## src/hw/rtl/ihex_pkg.sv

```systemverilog
// Shared types, constants and the hex digit decoder for the HEX record loader.
// No dependencies; every other file of the block imports this package.
package ihex_pkg;

  localparam int unsigned CharW   = 8;
  localparam int unsigned AddrW   = 18;
  localparam int unsigned SegW    = 20;
  localparam int unsigned OffW    = 16;
  localparam int unsigned AbsW    = 21;
  localparam int unsigned StatusW = 3;

  localparam int unsigned DefImageBytes = 262144;

  // Result status codes
  localparam logic [StatusW-1:0] ST_OK         = 3'd0;
  localparam logic [StatusW-1:0] ST_NO_COLON   = 3'd1;
  localparam logic [StatusW-1:0] ST_TOO_LARGE  = 3'd2;
  localparam logic [StatusW-1:0] ST_BAD_SEGLEN = 3'd3;
  localparam logic [StatusW-1:0] ST_SHORT      = 3'd4;
  localparam logic [StatusW-1:0] ST_HALTED     = 3'd5;

  // Characters of interest
  localparam logic [CharW-1:0] CH_COLON   = 8'h3A;
  localparam logic [CharW-1:0] CH_NEWLINE = 8'h0A;
  localparam logic [CharW-1:0] CH_ZERO    = 8'h30;
  localparam logic [CharW-1:0] CH_NINE    = 8'h39;
  localparam logic [CharW-1:0] CH_UPPER_A = 8'h41;

  typedef struct packed {
    logic               write_valid;
    logic [AddrW-1:0]   write_addr;
    logic [7:0]         write_data;
    logic [StatusW-1:0] status;
    logic [AddrW-1:0]   highest_addr;
  } ihex_result_t;

  // Digits up to '9' count from '0', everything else from 'A' minus ten;
  // keep the low nibble, so lowercase letters decode as well.
  function automatic logic [3:0] hex_nibble(input logic [CharW-1:0] c);
    logic [CharW-1:0] v;
    if (c <= CH_NINE) begin
      v = c - CH_ZERO;
    end else begin
      v = c + 8'd10 - CH_UPPER_A;
    end
    return v[3:0];
  endfunction

endpackage

```

## src/hw/rtl/ihex_in_reg.sv

```systemverilog
// Input register stage of the HEX record loader: holds one character item.
// Depends on ihex_pkg.
module ihex_in_reg (
  input  logic                       clk_i,
  input  logic                       rst_ni,
  input  logic                       in_valid_i,
  output logic                       in_stall_o,
  input  logic [ihex_pkg::CharW-1:0] char_code_i,
  input  logic                       advance_i,
  output logic                       step_o,
  output logic [ihex_pkg::CharW-1:0] char_o
);
  import ihex_pkg::*;

  logic             valid_q;
  logic [CharW-1:0] char_q;
  logic             load;

  // The stage takes a new item when it is empty or moves on this cycle.
  assign load       = !valid_q || advance_i;
  assign in_stall_o = !load;
  assign step_o     = valid_q && advance_i;
  assign char_o     = char_q;

  always_ff @(posedge clk_i or negedge rst_ni) begin
    if (!rst_ni) begin
      valid_q <= 1'b0;
    end else if (load) begin
      valid_q <= in_valid_i;
    end
  end

  always_ff @(posedge clk_i) begin
    if (load && in_valid_i) begin
      char_q <= char_code_i;
    end
  end

endmodule

```

## src/hw/rtl/ihex_parser.sv

```systemverilog
// Record parser of the HEX record loader: parse state and one-character step.
// Depends on ihex_pkg.
module ihex_parser #(
  parameter int unsigned IMAGE_BYTES = ihex_pkg::DefImageBytes
) (
  input  logic                       clk_i,
  input  logic                       rst_ni,
  input  logic                       step_i,
  input  logic [ihex_pkg::CharW-1:0] char_i,
  output ihex_pkg::ihex_result_t     result_o
);
  import ihex_pkg::*;

  localparam logic [AbsW-1:0] ImageLimit = AbsW'(IMAGE_BYTES);

  localparam logic [2:0] PH_LINE_START = 3'd0;
  localparam logic [2:0] PH_LENGTH     = 3'd1;
  localparam logic [2:0] PH_OFFSET     = 3'd2;
  localparam logic [2:0] PH_KIND       = 3'd3;
  localparam logic [2:0] PH_DATA       = 3'd4;
  localparam logic [2:0] PH_SEGMENT    = 3'd5;
  localparam logic [2:0] PH_TAIL       = 3'd6;

  logic [2:0]      phase_q, phase_d;
  logic [3:0]      digit_count_q, digit_count_d;
  logic [7:0]      bytes_left_q, bytes_left_d;
  logic [7:0]      record_length_q, record_length_d;
  logic [OffW-1:0] record_offset_q, record_offset_d;
  logic [7:0]      record_kind_q, record_kind_d;
  logic [15:0]     digit_accum_q, digit_accum_d;
  logic [SegW-1:0] segment_base_q, segment_base_d;
  logic [AddrW-1:0] highest_q, highest_d;
  logic            halted_q, halted_d;

  logic [15:0]     accum_new;
  logic [3:0]      count_new;
  logic [3:0]      need;
  logic [AbsW-1:0] abs_addr;
  logic [7:0]      bytes_left_new;
  ihex_result_t    res;

  always_comb begin
    phase_d         = phase_q;
    digit_count_d   = digit_count_q;
    bytes_left_d    = bytes_left_q;
    record_length_d = record_length_q;
    record_offset_d = record_offset_q;
    record_kind_d   = record_kind_q;
    digit_accum_d   = digit_accum_q;
    segment_base_d  = segment_base_q;
    highest_d       = highest_q;
    halted_d        = halted_q;
    res             = '0;
    res.status      = ST_OK;

    accum_new      = {digit_accum_q[11:0], hex_nibble(char_i)};
    count_new      = digit_count_q + 4'd1;
    need           = (phase_q == PH_OFFSET || phase_q == PH_SEGMENT) ? 4'd4 : 4'd2;
    abs_addr       = AbsW'(segment_base_q) + AbsW'(record_offset_q);
    bytes_left_new = bytes_left_q - 8'd1;

    if (step_i) begin
      if (halted_q) begin
        res.status = ST_HALTED;
      end else if (phase_q == PH_LINE_START) begin
        if (char_i == CH_COLON) begin
          phase_d       = PH_LENGTH;
          digit_count_d = '0;
          digit_accum_d = '0;
        end else begin
          res.status = ST_NO_COLON;
          halted_d   = 1'b1;
        end
      end else if (phase_q >= PH_TAIL) begin
        if (char_i == CH_NEWLINE) begin
          phase_d       = PH_LINE_START;
          digit_count_d = '0;
          digit_accum_d = '0;
        end
      end else if (char_i == CH_NEWLINE) begin
        res.status = ST_SHORT;
        halted_d   = 1'b1;
      end else begin
        digit_accum_d = accum_new;
        digit_count_d = count_new;
        if (count_new >= need) begin
          // Field complete: clear the digit collector unless an error halts.
          digit_count_d = '0;
          digit_accum_d = '0;
          case (phase_q)
            PH_LENGTH: begin
              record_length_d = accum_new[7:0];
              phase_d         = PH_OFFSET;
            end
            PH_OFFSET: begin
              record_offset_d = accum_new;
              phase_d         = PH_KIND;
            end
            PH_KIND: begin
              record_kind_d = accum_new[7:0];
              if (accum_new[7:0] == 8'd0) begin
                bytes_left_d = record_length_q;
                phase_d      = (record_length_q == 8'd0) ? PH_TAIL : PH_DATA;
              end else if (accum_new[7:0] == 8'd2) begin
                if (record_length_q != 8'd2) begin
                  res.status    = ST_BAD_SEGLEN;
                  halted_d      = 1'b1;
                  digit_accum_d = accum_new;
                  digit_count_d = count_new;
                end else begin
                  phase_d = PH_SEGMENT;
                end
              end else begin
                phase_d = PH_TAIL;
              end
            end
            PH_DATA: begin
              if (abs_addr >= ImageLimit) begin
                res.status    = ST_TOO_LARGE;
                halted_d      = 1'b1;
                digit_accum_d = accum_new;
                digit_count_d = count_new;
              end else begin
                res.write_valid = 1'b1;
                res.write_addr  = abs_addr[AddrW-1:0];
                res.write_data  = accum_new[7:0];
                if (abs_addr[AddrW-1:0] > highest_q) begin
                  highest_d = abs_addr[AddrW-1:0];
                end
                record_offset_d = record_offset_q + 16'd1;
                bytes_left_d    = bytes_left_new;
                phase_d         = (bytes_left_new == 8'd0) ? PH_TAIL : PH_DATA;
              end
            end
            default: begin
              segment_base_d = {accum_new, 4'h0};
              phase_d        = PH_TAIL;
            end
          endcase
        end
      end
    end
    res.highest_addr = highest_d;
  end

  assign result_o = res;

  always_ff @(posedge clk_i or negedge rst_ni) begin
    if (!rst_ni) begin
      phase_q         <= PH_LINE_START;
      digit_count_q   <= '0;
      bytes_left_q    <= '0;
      record_length_q <= '0;
      record_offset_q <= '0;
      record_kind_q   <= '0;
      digit_accum_q   <= '0;
      segment_base_q  <= '0;
      highest_q       <= '0;
      halted_q        <= 1'b0;
    end else begin
      phase_q         <= phase_d;
      digit_count_q   <= digit_count_d;
      bytes_left_q    <= bytes_left_d;
      record_length_q <= record_length_d;
      record_offset_q <= record_offset_d;
      record_kind_q   <= record_kind_d;
      digit_accum_q   <= digit_accum_d;
      segment_base_q  <= segment_base_d;
      highest_q       <= highest_d;
      halted_q        <= halted_d;
    end
  end

  // Halt is sticky until reset.
  a_halt_sticky: assert property (@(posedge clk_i) disable iff (!rst_ni)
    halted_q |=> halted_q)
    else $error("halt flag cleared without reset");

  // The high-water mark never moves down.
  a_highest_monotonic: assert property (@(posedge clk_i) disable iff (!rst_ni)
    1'b1 |=> highest_q >= $past(highest_q))
    else $error("highest address decreased");

  // Once halted, every item reports halted and writes nothing.
  a_halted_result: assert property (@(posedge clk_i) disable iff (!rst_ni)
    (halted_q && step_i) |-> (res.status == ST_HALTED && !res.write_valid))
    else $error("halted parser produced a write or wrong status");

endmodule

```

## src/hw/rtl/ihex_out_reg.sv

```systemverilog
// Result register stage of the HEX record loader: holds one result item.
// Depends on ihex_pkg.
module ihex_out_reg (
  input  logic                   clk_i,
  input  logic                   rst_ni,
  input  logic                   step_i,
  input  ihex_pkg::ihex_result_t result_i,
  output logic                   advance_o,
  output logic                   out_valid_o,
  input  logic                   out_stall_i,
  output ihex_pkg::ihex_result_t result_o
);
  import ihex_pkg::*;

  logic         valid_q;
  ihex_result_t result_q;

  // Move on when the register is empty or its item is taken now.
  assign advance_o   = !valid_q || !out_stall_i;
  assign out_valid_o = valid_q;
  assign result_o    = result_q;

  always_ff @(posedge clk_i or negedge rst_ni) begin
    if (!rst_ni) begin
      valid_q <= 1'b0;
    end else if (advance_o) begin
      valid_q <= step_i;
    end
  end

  always_ff @(posedge clk_i) begin
    if (advance_o && step_i) begin
      result_q <= result_i;
    end
  end

endmodule

```

## src/hw/rtl/intel_hex_record_loader.sv

```systemverilog
// Top level of the Intel HEX record loader: input register, parser, result register.
// Depends on ihex_pkg, ihex_in_reg, ihex_parser and ihex_out_reg.
//
// The loader takes Intel HEX text one ASCII character per item and returns one
// result item per character. Each line must open with ':' and then carry a
// two-digit byte count, a four-digit offset and a two-digit record type. Data
// records (type 0) produce one write per data byte at segment base plus the
// offset, the offset wrapping at 16 bits; the result flags the write, gives the
// 18-bit address and the byte, and always reports the highest address written
// so far. A segment record (type 2) must have a count of two and loads the
// segment base with its value shifted left by four. Other record types, the
// checksum and anything after the used fields up to the newline are ignored.
// Non-hex characters inside a field are not checked; they decode to some nibble.
// Errors: a line not starting with ':' (an empty line too), a data byte at or
// beyond IMAGE_BYTES (no write), a segment record with a wrong count, and a
// newline before the used fields are complete. The first error halts the
// loader; every later item reports "halted" until reset. One item per clock is
// sustained while the output side does not stall. The character passes through
// an input register, the parse step is combinational decode, add and compare
// against the parse state, and the result lands in an output register. Stall
// from the output side flows straight back to in_stall_o.
module intel_hex_record_loader #(
  parameter int unsigned IMAGE_BYTES = ihex_pkg::DefImageBytes
) (
  input  logic                         clk_i,
  input  logic                         rst_ni,
  input  logic                         in_valid_i,
  output logic                         in_stall_o,
  input  logic [ihex_pkg::CharW-1:0]   char_code_i,
  output logic                         out_valid_o,
  input  logic                         out_stall_i,
  output logic                         write_valid_o,
  output logic [ihex_pkg::AddrW-1:0]   write_addr_o,
  output logic [7:0]                   write_data_o,
  output logic [ihex_pkg::StatusW-1:0] status_o,
  output logic [ihex_pkg::AddrW-1:0]   highest_addr_o
);
  import ihex_pkg::*;

  logic             advance;
  logic             step;
  logic [CharW-1:0] char_staged;
  ihex_result_t     parse_result;
  ihex_result_t     out_result;

  // Register the incoming character until the parse step takes it.
  ihex_in_reg u_in_reg (
    .clk_i       (clk_i),
    .rst_ni      (rst_ni),
    .in_valid_i  (in_valid_i),
    .in_stall_o  (in_stall_o),
    .char_code_i (char_code_i),
    .advance_i   (advance),
    .step_o      (step),
    .char_o      (char_staged)
  );

  // Advance the parse state by one character.
  ihex_parser #(
    .IMAGE_BYTES (IMAGE_BYTES)
  ) u_parser (
    .clk_i    (clk_i),
    .rst_ni   (rst_ni),
    .step_i   (step),
    .char_i   (char_staged),
    .result_o (parse_result)
  );

  // Hold the result until the consumer takes it.
  ihex_out_reg u_out_reg (
    .clk_i       (clk_i),
    .rst_ni      (rst_ni),
    .step_i      (step),
    .result_i    (parse_result),
    .advance_o   (advance),
    .out_valid_o (out_valid_o),
    .out_stall_i (out_stall_i),
    .result_o    (out_result)
  );

  assign write_valid_o  = out_result.write_valid;
  assign write_addr_o   = out_result.write_addr;
  assign write_data_o   = out_result.write_data;
  assign status_o       = out_result.status;
  assign highest_addr_o = out_result.highest_addr;

  // A write never lies above the reported high-water mark.
  a_write_below_highest: assert property (@(posedge clk_i) disable iff (!rst_ni)
    (out_valid_o && write_valid_o) |-> (write_addr_o <= highest_addr_o))
    else $error("write address above highest address");

  // A write only comes with an ok status.
  a_write_status_ok: assert property (@(posedge clk_i) disable iff (!rst_ni)
    (out_valid_o && write_valid_o) |-> (status_o == ST_OK))
    else $error("write reported with error status");

endmodule
```

## config.mk

```make
export PLATFORM = sky130hd
export DESIGN_NAME = intel_hex_record_loader
export DESIGN_NICKNAME = d
export VERILOG_FILES = /design/src/hw/rtl/ihex_pkg.sv /design/src/hw/rtl/ihex_in_reg.sv /design/src/hw/rtl/ihex_parser.sv /design/src/hw/rtl/ihex_out_reg.sv /design/src/hw/rtl/intel_hex_record_loader.sv
export SDC_FILE = /design/constraint.sdc
export NUM_CORES = 1
export LEC_CHECK = 0
export ABC_AREA = 1
export BUFFER_PORTS_ARGS = -buffer_cell sky130_fd_sc_hd__buf_2
export CAP_MARGIN = 20
export CORE_MARGIN = 1.5
export CORE_UTILIZATION = 50
export CTS_CLUSTER_DIAMETER = 50
export CTS_CLUSTER_SIZE = 30
export DETAILED_ROUTE_END_ITERATION = 10
export GPL_ROUTABILITY_DRIVEN = 0
export PLACE_DENSITY = 0.64
export SETUP_SLACK_MARGIN = 0.1
export SYNTH_ARGS = -nofsm -noshare
export SYNTH_HDL_FRONTEND = slang
export SYNTH_SLANG_ARGS = --single-unit
```

## constraint.sdc

```tcl
create_clock -name clk_i -period 3.8 [get_ports clk_i]
set_clock_uncertainty 0.2 [all_clocks]
set_input_delay 0.38 -clock clk_i [delete_from_list [all_inputs] [get_ports clk_i]]
set_output_delay 0.38 -clock clk_i [all_outputs]
set_load 0.005 [all_outputs]
```

=== Yosys cells after proc, flatten, opt, wreduce, memory -nomap -nowiden ===
Cells that the tools add are included.

* Flip-flop bits (word level): 144
* Output and inout port bits: 50
* Word-level logic and storage cells: 156

* $add $sub $neg: 7
* Order comparisons: 5
* Equality and inequality tests: 16
* Muxes and demuxes: 75
* Bitwise operators: 8
* Reductions and logical operators: 27

{| class="wikitable"
|+ Operators with widths
! cell !! count
|-
| 18-bit 2-to-1 mux || 9
|-
| 12-bit 2-to-1 mux || 10
|-
| 27-bit 2-to-1 mux || 2
|-
| 3-bit 2-to-1 mux || 17
|-
| 4-bit 2-to-1 mux || 11
|-
| 16-bit case mux with 2 select lines || 1
|-
| 30-bit 2-to-1 mux || 1
|-
| 8-bit zero test || 3
|-
| 12-bit case mux with 2 select lines || 1
|-
| 20-bit by 16-bit adder with 21-bit output || 1
|-
| 21-bit by 19-bit >= comparator with 1-bit output, second input constant || 1
|-
| 18-bit > comparator || 1
|-
| 16-bit by 1-bit adder with 16-bit output, second input constant || 1
|-
| 16-bit 2-to-1 mux || 1
|-
| 8-bit 2-to-1 mux || 2
|-
| 8-bit case mux with 2 select lines || 1
|-
| 8-bit AND reduction || 2
|-
| 7-bit AND reduction || 2
|-
| 3-bit case mux with 4 select lines || 1
|-
| 1-bit 2-to-1 mux || 11
|-
| 9-bit AND reduction || 1
|-
| 8-bit by 2-bit equality test with 1-bit output, second input constant || 1
|-
| 8-bit by 4-bit equality test with 1-bit output, second input constant || 1
|-
| 8-bit by 6-bit equality test with 1-bit output, second input constant || 1
|-
| 33 further kinds || 55
|}

=== Depth between registers and ports, before layout ===
Gate-level depths: netlist (run 1).

* Depth after elaboration: 12
* Depth in mapped cells: 22
* Gate-level depth less buffers: 21

=== By module ===
A second synthesis (run 1) with hierarchy kept.

* Cells, all modules: 876
* Area, all modules: 7758.7 um^2

{| class="wikitable"
|+ By module, submodules not included
! module !! instances !! cells each !! area an instance (um^2) !! sequential area each (um^2)
|-
| ihex_parser || 1 || 806 || 5970.7 || 2152.1
|-
| ihex_out_reg || 1 || 53 || 1482.7 || 1466.4
|-
| ihex_in_reg || 1 || 17 || 305.3 || 265.3
|}

=== Worst setup path before layout (run 1) ===
Ideal clock, no wire load.

* Path kind: register to register
* Start: register u_parser.record_offset_q[6]
* End: register u_out_reg.result_q, in the netlist u_out_reg.result_o[12], data pin
* Setup time: 0.264 ns
* Arrival: 2.977 ns
* Setup slack: 0.358 ns
* Cell stages (with the launch flop): 23
* Clock period less this slack: 3.442 ns
* Path through: dfrtp_1 -> ha_1 -> a21oi_1 -> nand2_1 -> nand2_1 -> nand2_2 -> a21oi_1 -> o21ai_0 -> xnor2_1 -> inv_1 -> ha_1 -> nand2_1 -> inv_1 -> nand2_1 -> nor2_1 -> o211ai_1 -> nand3_1 -> o41ai_1 -> inv_1 -> nand2_4 -> buf_6 -> nand2_1 -> o21ai_2

{| class="wikitable"
|+ RTL lines
! what !! line !! text
|-
| start: declaration || ihex_parser.sv:28 || <nowiki>logic [OffW-1:0] record_offset_q, record_offset_d;</nowiki>
|-
| start signal: assignment || ihex_parser.sv:165 || <nowiki>record_offset_q <= record_offset_d;</nowiki>
|-
| end signal: assignment || ihex_out_reg.sv:33 || <nowiki>result_q <= result_i;</nowiki>
|-
| end: declaration || ihex_out_reg.sv:16 || <nowiki>ihex_result_t result_q;</nowiki>
|}

==> results of run 1 <==
## layout by cell type (no fill, tap or decap), types with 3 or more instances in the layout
cell and instances:
nand2_2 17, o21ai_2 20, inv_1 106, clkbuf_1 4, buf_2 60, nand3_2 3, clkinv_2 3, mux2i_1 4
nor3_1 9, inv_2 10, nand3_1 33, dfrtp_2 3, ha_1 32, o21ai_0 51, nor4_1 3, xor2_1 21
xnor2_1 11, clkbuf_16 23, edfxtp_1 56, nand4_1 8, buf_4 31, o21ai_1 30, a21oi_2 6, nand2_1 197
a21oi_1 24, nor2_1 73, dfrtp_1 85, nor2_2 6, dlygate4sd3_1 11, nor2_4 3, ha_4 8
## flip-flops by register name (all words and copies together), names as in the netlist
register and cells:
u_in_reg.valid_q 1, u_in_reg.char_o 8, u_parser.phase_q 3, u_parser.halted_q 1, u_parser.highest_q 18, u_parser.segment_base_q 16, u_parser.digit_accum_q 12, u_out_reg.out_valid_o 1
u_parser.bytes_left_q 8, u_out_reg.result_o 48, u_parser.record_length_q 8, u_parser.record_offset_q 16, u_parser.digit_count_q 4
## how the worst max path moves through the flow
stage / from / to / slack (ps) / cells past startpoint
after floorplan: u_parser.record_offset_q[6]$_DFFE_PN0P_ / u_out_reg.result_o[12]$_DFFE_PP_ / 360 / 22
after global placement: u_parser.record_offset_q[4]$_DFFE_PN0P_ / u_out_reg.result_o[17]$_DFFE_PP_ / 100 / 20
after detailed placement: u_parser.record_offset_q[4]$_DFFE_PN0P_ / u_out_reg.result_o[17]$_DFFE_PP_ / 80 / 20
after CTS: u_parser.segment_base_q[10]$_DFFE_PN0P_ / u_out_reg.result_o[17]$_DFFE_PP_ / 110 / 22
after global routing: u_parser.segment_base_q[6]$_DFFE_PN0P_ / u_out_reg.result_o[6]$_DFFE_PP_ / 40 / 22
final: u_parser.segment_base_q[11]$_DFFE_PN0P_ / u_out_reg.result_o[12]$_DFFE_PP_ / 250 / 21
## power by group
part	switching, mW	leakage [nW]	total, mW	internal (mW)
clock network	0.641	0.298	1.70	1.06
registers	0.0160	1.74	1.70	1.68
logic	0.119	2.28	0.182	0.0628
total	0.775	4.32	3.58	2.80
## final cells by class
type,instances,share of cell area
clock buffers,25,0.0577
clock inverters,7,0.00748
inverters,116,0.0465
multi-input cells,585,0.369
flip-flops and latches,144,0.415
well taps,188,0.0251
repair buffers,107,0.0789
## layer usage
metal / wire [um] / vias to the layer above
li1: - / 3040
met1: 7810 / 2833
met2: 8540 / 112
met3: 560 / 23
met4: 235 / 0
met5: 0 / -
## kinds of logic (layout without fill, tap and decap cells)
family                   Yosys count  count (layout)  share of synthesized area
buffers and inverters            136             255                     0.0741
XOR/XNOR                          34              34                     0.0384
adder cells (fa/ha/maj)           42              42                     0.0688
AO/OA/AOI/OAI                    142             142                      0.107
flip-flops                       144             144                      0.501
multiplexers                       4               4                    0.00517
AND/OR/NAND/NOR                  363             363                      0.205
## timing repair
action,CTS,global route
pin swaps,0,12
setup endpoints to repair,18,36
setup buffers,0,11
hold buffers,11,0
cloned,0,3
hold endpoints to repair,54,0
gates resized for setup,1,33
## tightest hold or removal path: stages (launching register included)
cell	delay [ps]
dfrtp_1	340
nand2_1	50
o21ai_1	60
==> metrics.cfg, run 1 <==
[floorplan]
initial_core_util=0.511
coreArea_um2=15100
fp.dieH_um=127
fp-row-count=45
die_x_um=127
pin_count=62
die_area_um2=16200

[placed_design]
placed_area_um2=8320
dp.cells=1115
io_buffers=61
place_worst_setup_slack_ps=77.0
hpwl_um=11700

[clocking]
clock_tree.root_cell=clkbuf_16
cts_tree=built
numCtsBuffers=17
cts_sinks=144
clk_pin_slew_worst_paths_ps=60
clock_latency_ps=430
clk_path_buf_depth=2
ctsHtreeMaxLevel=4

[global_routing]
grt_pass1_wl_um=27400
met3_usage=0.0528
met1_usage=0.273
grt_busiest_layer=met2
grt_pass1_vias=5740
grt_max_degree=50
grtUsageTotal=0.216
grt-ovfl-total=0
grt_use_met2=0.361
grt_antenna_before_repair=0

[layout]
nets=1025
multi_input_area_um2=3460
regArea_um2=3890
postLayoutCellArea_um2=9370
fillers=1290
antenna_cells=0
syn_to_final_growth_pct=20.9
drive_gt1_frac=0.218
utilization=0.619
fin_cells=1172

[critical_path]
critical_path_buf_inv_count=5
cp_common_cell=nand2_1
cp.arrival_ps=3530
rr_worst_depth=21
critical-path-top-delay-family=simple AND/OR/NAND/NOR gates
critPathCaptureType=flop
reg2reg_from=u_parser.segment_base_q[11]$_DFFE_PN0P_
crit_required_ps=3780
regToRegEndpoint=u_out_reg.result_o[12]$_DFFE_PP_
path_class=reg2reg
path_max_fanout=7
start_kind=flop
path_cells=ha_1 > buf_4 > nand2_1 > nand2_1 > o21bai_1 > a21o_1 > xnor2_2 > inv_1 > ha_1 > nand2_1 > inv_2 > nand3_4 > nor2_4 > o211ai_1 > nand3_1 > o41ai_2 > inv_1 > nand2_4 > clkbuf_16 > nand2_1 > o21ai_2
rrSetupSlack_ps=250
slowest_delay_ps=390
cpMaxStageDelayCell=dfrtp_1

[routing]
post_drt_wl_per_cell_um=14.6
drt_wl_total_um=17100
drc=0
viasPerCell=5.13
drtAntennaViolNets=0
drt_iter0_markers=362
via_count=6008
drt_pass1_iterations=5

[sta]
fin_crit_ps=3550
period_share=0.934
max_slew_margin=0.551
worst_slew_pin_slew_ps=673
setup_ws_ps=251
finalSetupViolCount=0
fmax_ghz=0.282
finalSetupTns_ps=0
whs_ps=290
slew_viol_final=0
hold_viol_final=0
rsz0062_at_grt=false

[yosys]
ys_seq_area_frac=0.501
synth_ff_type=dfrtp_1
synth_area_leaders=dfrtp_1 (28%), edfxtp_1 (22%), nand2_1 (9.7%), ha_1 (6.6%), inv_1 (5.2%)
async_flop_share=0.611
synthCells=865
syn-num-nets=919
ys_warn_count=0
synth_edf_count=56
synth.avg_cell_area_um2=8.96
synth-seq-cells=144
synth_top_cells_by_count=nand2_1 (201), inv_1 (108), dfrtp_1 (88)
synth_top_area_cell=dfrtp_1
synth_top_cell_area_share=0.284
synthesis.area_um2=7750
yosysMostFrequentCell=nand2_1
synth_cell_types=44

[power_and_ir_drop]
irDropWorstVdd_uv=307
power.total_mw=3.58
power_per_cell_area_nw_per_um2=382
p_leak_nw=4.32

[hold_path]
whs_endpoint=u_parser.digit_accum_q[7]$_DFFE_PN0P_
whs_path_depth=2
hp-class=reg2reg
worstHoldStart=u_parser.digit_accum_q[7]$_DFFE_PN0P_

[status]
outcome=finished, final reports clean

[run]
drv_cap=0

(Power assumes the default switching activity.)
==> inputs of run 2 (changes only) <==
- ABC_AREA: 1 -> default
- CTS_CLUSTER_SIZE: 30 -> default
==> metrics.cfg, run 2 <==
[status]
outcome=finished, final reports clean

[yosys]
synth_top_cells_by_count=dfrtp_1 (88), edfxtp_1 (56), nand2_1 (55)
ys_seq_area_frac=0.508
async_flop_share=0.611
synth_top_cell_area_share=0.288
synth_area_leaders=dfrtp_1 (29%), edfxtp_1 (22%), ha_1 (6.7%), mux2_2 (3.7%), a21oi_1 (2.7%)
synth_top_area_cell=dfrtp_1
synth_ff_type=dfrtp_1
synth_cell_types=78
synthCells=681
synth.avg_cell_area_um2=11.2
synth_edf_count=56
ys_warn_count=0
synth-seq-cells=144
syn-num-nets=735
synthesis.area_um2=7650
yosysMostFrequentCell=dfrtp_1

[power_and_ir_drop]
irDropWorstVdd_uv=414
power.total_mw=7.34
power_per_cell_area_nw_per_um2=796
p_leak_nw=4.06

[clocking]
cts_sinks=144
numCtsBuffers=17
clock_latency_ps=430
cts_tree=built
clk_pin_slew_worst_paths_ps=60
clk_path_buf_depth=2
ctsHtreeMaxLevel=4
clock_tree.root_cell=clkbuf_16

[layout]
fillers=1227
antenna_cells=0
syn_to_final_growth_pct=20.5
layout_commonest_cell=dfrtp_1
final_cell_mix=dfrtp_1 (87), buf_2 (60), edfxtp_1 (56)
drive_gt1_frac=0.266
largest_register_ff_count=48
nets=837

[floorplan]
die_area_um2=16100
pin_count=62
coreArea_um2=15100
fp-row-count=45
fp.dieH_um=127
die_x_um=127
initial_core_util=0.507

[sta]
fmax_ghz=0.264
max_slew_margin=0.370
fin_crit_ps=3790
period_share=0.996
whs_ps=309
hold_viol_final=0
rsz0062_at_grt=true
worst_slew_pin_slew_ps=944
setup_ws_ps=13.4
slew_viol_final=0
finalSetupTns_ps=0
finalSetupViolCount=0

[global_routing]
grt-ovfl-total=0
grt_pass1_vias=5722
grt_max_degree=73
grtUsageTotal=0.232
grt_pass1_wl_um=29000
grt_antenna_before_repair=0

[routing]
drt-met1-wl_um=7800
dr_wl_met3_um=798
drtAntennaViolNets=0
wl_met2_um=8670
via_count=5770
drc=0
drt_wl_total_um=17800
drt_iter0_markers=466
top_layer_used=met4
viasPerCell=5.86
post_drt_wl_per_cell_um=18.1
drt_pass1_iterations=5

[critical_path]
path_max_fanout=7
path_class=reg2reg
critical_path_buf_inv_count=1
path_cells=ha_2 > fa_2 > a211oi_4 > o21ai_2 > o21a_1 > nor2_2 > o21ai_1 > xor2_1 > ha_1 > nand2_2 > nor4_4 > o31ai_2 > nand4_1 > nand3_4 > clkbuf_16 > mux2_4
crit_required_ps=3770
critical-path-top-delay-family=adder cells
cp.arrival_ps=3760
critPathCaptureType=flop
start_kind=flop
slowest_delay_ps=390
cpMaxStageDelayCell=dfrtp_1

[hold_path]
hp-class=reg2reg

[placed_design]
hpwl_um=12300
place_worst_setup_slack_ps=-223
io_buffers=61

[run]
drv_cap=0

-- run 2: cell count changes after synthesis, moves of 15 or more --
cell     previous run  this run
a21oi_1            25        42
a22o_1              0        17
a31oi_1             0        15
and2_1              0        23
inv_1             108        30
mux2_2              0        25
nand2_1           201        55
nor2_1             75        37
o21ai_0            52        27
o21ai_1            30         1
o21ai_2            19         1
-- run 2: worst paths after layout --
path | from | to | slack [ps] | cells after the start
worst max register to register | u_parser.record_offset_q[4]$_DFFE_PN0P_ | u_out_reg.result_o[10]$_DFFE_PP_ | 10 | 16
worst min register to register | u_in_reg.valid_q$_DFFE_PN0N_ | u_out_reg.out_valid_o$_DFFE_PN0N_ | 310 | 1
max in group asynchronous | rst_ni | u_parser.highest_q[10]$_DFF_PN0_ | 2170 | 3
min in group asynchronous | rst_ni | u_parser.highest_q[4]$_DFF_PN0_ | 440 | 2
worst max-delay path | u_parser.record_offset_q[4]$_DFFE_PN0P_ | u_out_reg.result_o[10]$_DFFE_PP_ | 10 | 16
worst min-delay path | u_in_reg.valid_q$_DFFE_PN0N_ | u_out_reg.out_valid_o$_DFFE_PN0N_ | 310 | 1
-- run 2: layer usage --
| metal | track usage | vias to the layer above |
|---|---|---|
| li1 | - | 2713 |
| met1 | 0.300 | 2817 |
| met2 | 0.382 | 197 |
| met3 | 0.0460 | 43 |
| met4 | 0.106 | 0 |
| met5 | 0 | - |
-- run 2: what timing repair did --
action,CTS,global route
setup buffers,9,2
cloned,0,1
hold buffers,11,0
endpoints found under the hold margin,81,0
endpoints found under the setup margin,36,35
pin swaps,7,1
gates resized for setup,20,13
-- run 2: where the power goes --
| part | internal (mW) | switching [mW] | leakage [nW] |
|---|---|---|---|
| Combinational | 1.43 | 1.78 | 2.08 |
| Clock | 1.00 | 0.639 | 0.279 |
| Sequential | 2.05 | 0.425 | 1.70 |
-- run 2: kinds of logic after synthesis --
kind of cell,after synthesis,synth area share
and+or+nand+nor,205,0.142
DFF,144,0.508
AOI/OAI and AO/OA,175,0.162
muxes,38,0.0610
adders and majority gates,42,0.0697
buffers and inverters,56,0.0340
xor gates and xnor gates,21,0.0240
-- run 2: final cells by class --
type	count	area (um2)	area share
clock buffer	24	472	0.0512
clock inverter	8	105	0.0114
inverter	31	118	0.0128
multi-input combinational	481	3680	0.399
sequential	144	3880	0.421
tap	188	235	0.0255
timing repair buffer	108	729	0.0791
-- run 2: worst reg2reg max path: stages (launching register included) --
cell and delay [ps]:
dfrtp_1 390, ha_2 200, fa_2 370, a211oi_4 250
o21ai_2 90, o21a_1 180, nor2_2 90, o21ai_1 80
xor2_1 170, ha_1 350, nand2_2 90, nor4_4 200
o31ai_2 120, nand4_1 130, nand3_4 120, clkbuf_16 190
mux2_4 300
-- run 2: through the flow --
stage | utilization | cells | area, um2
global placement | 0.547 | 929 | 8260
global route | 0.611 | 984 | 9220
detailed placement | 0.547 | 929 | 8260
floorplan | - | 681 | 7670
CTS | 0.605 | 981 | 9130
finish | 0.611 | 984 | 9220
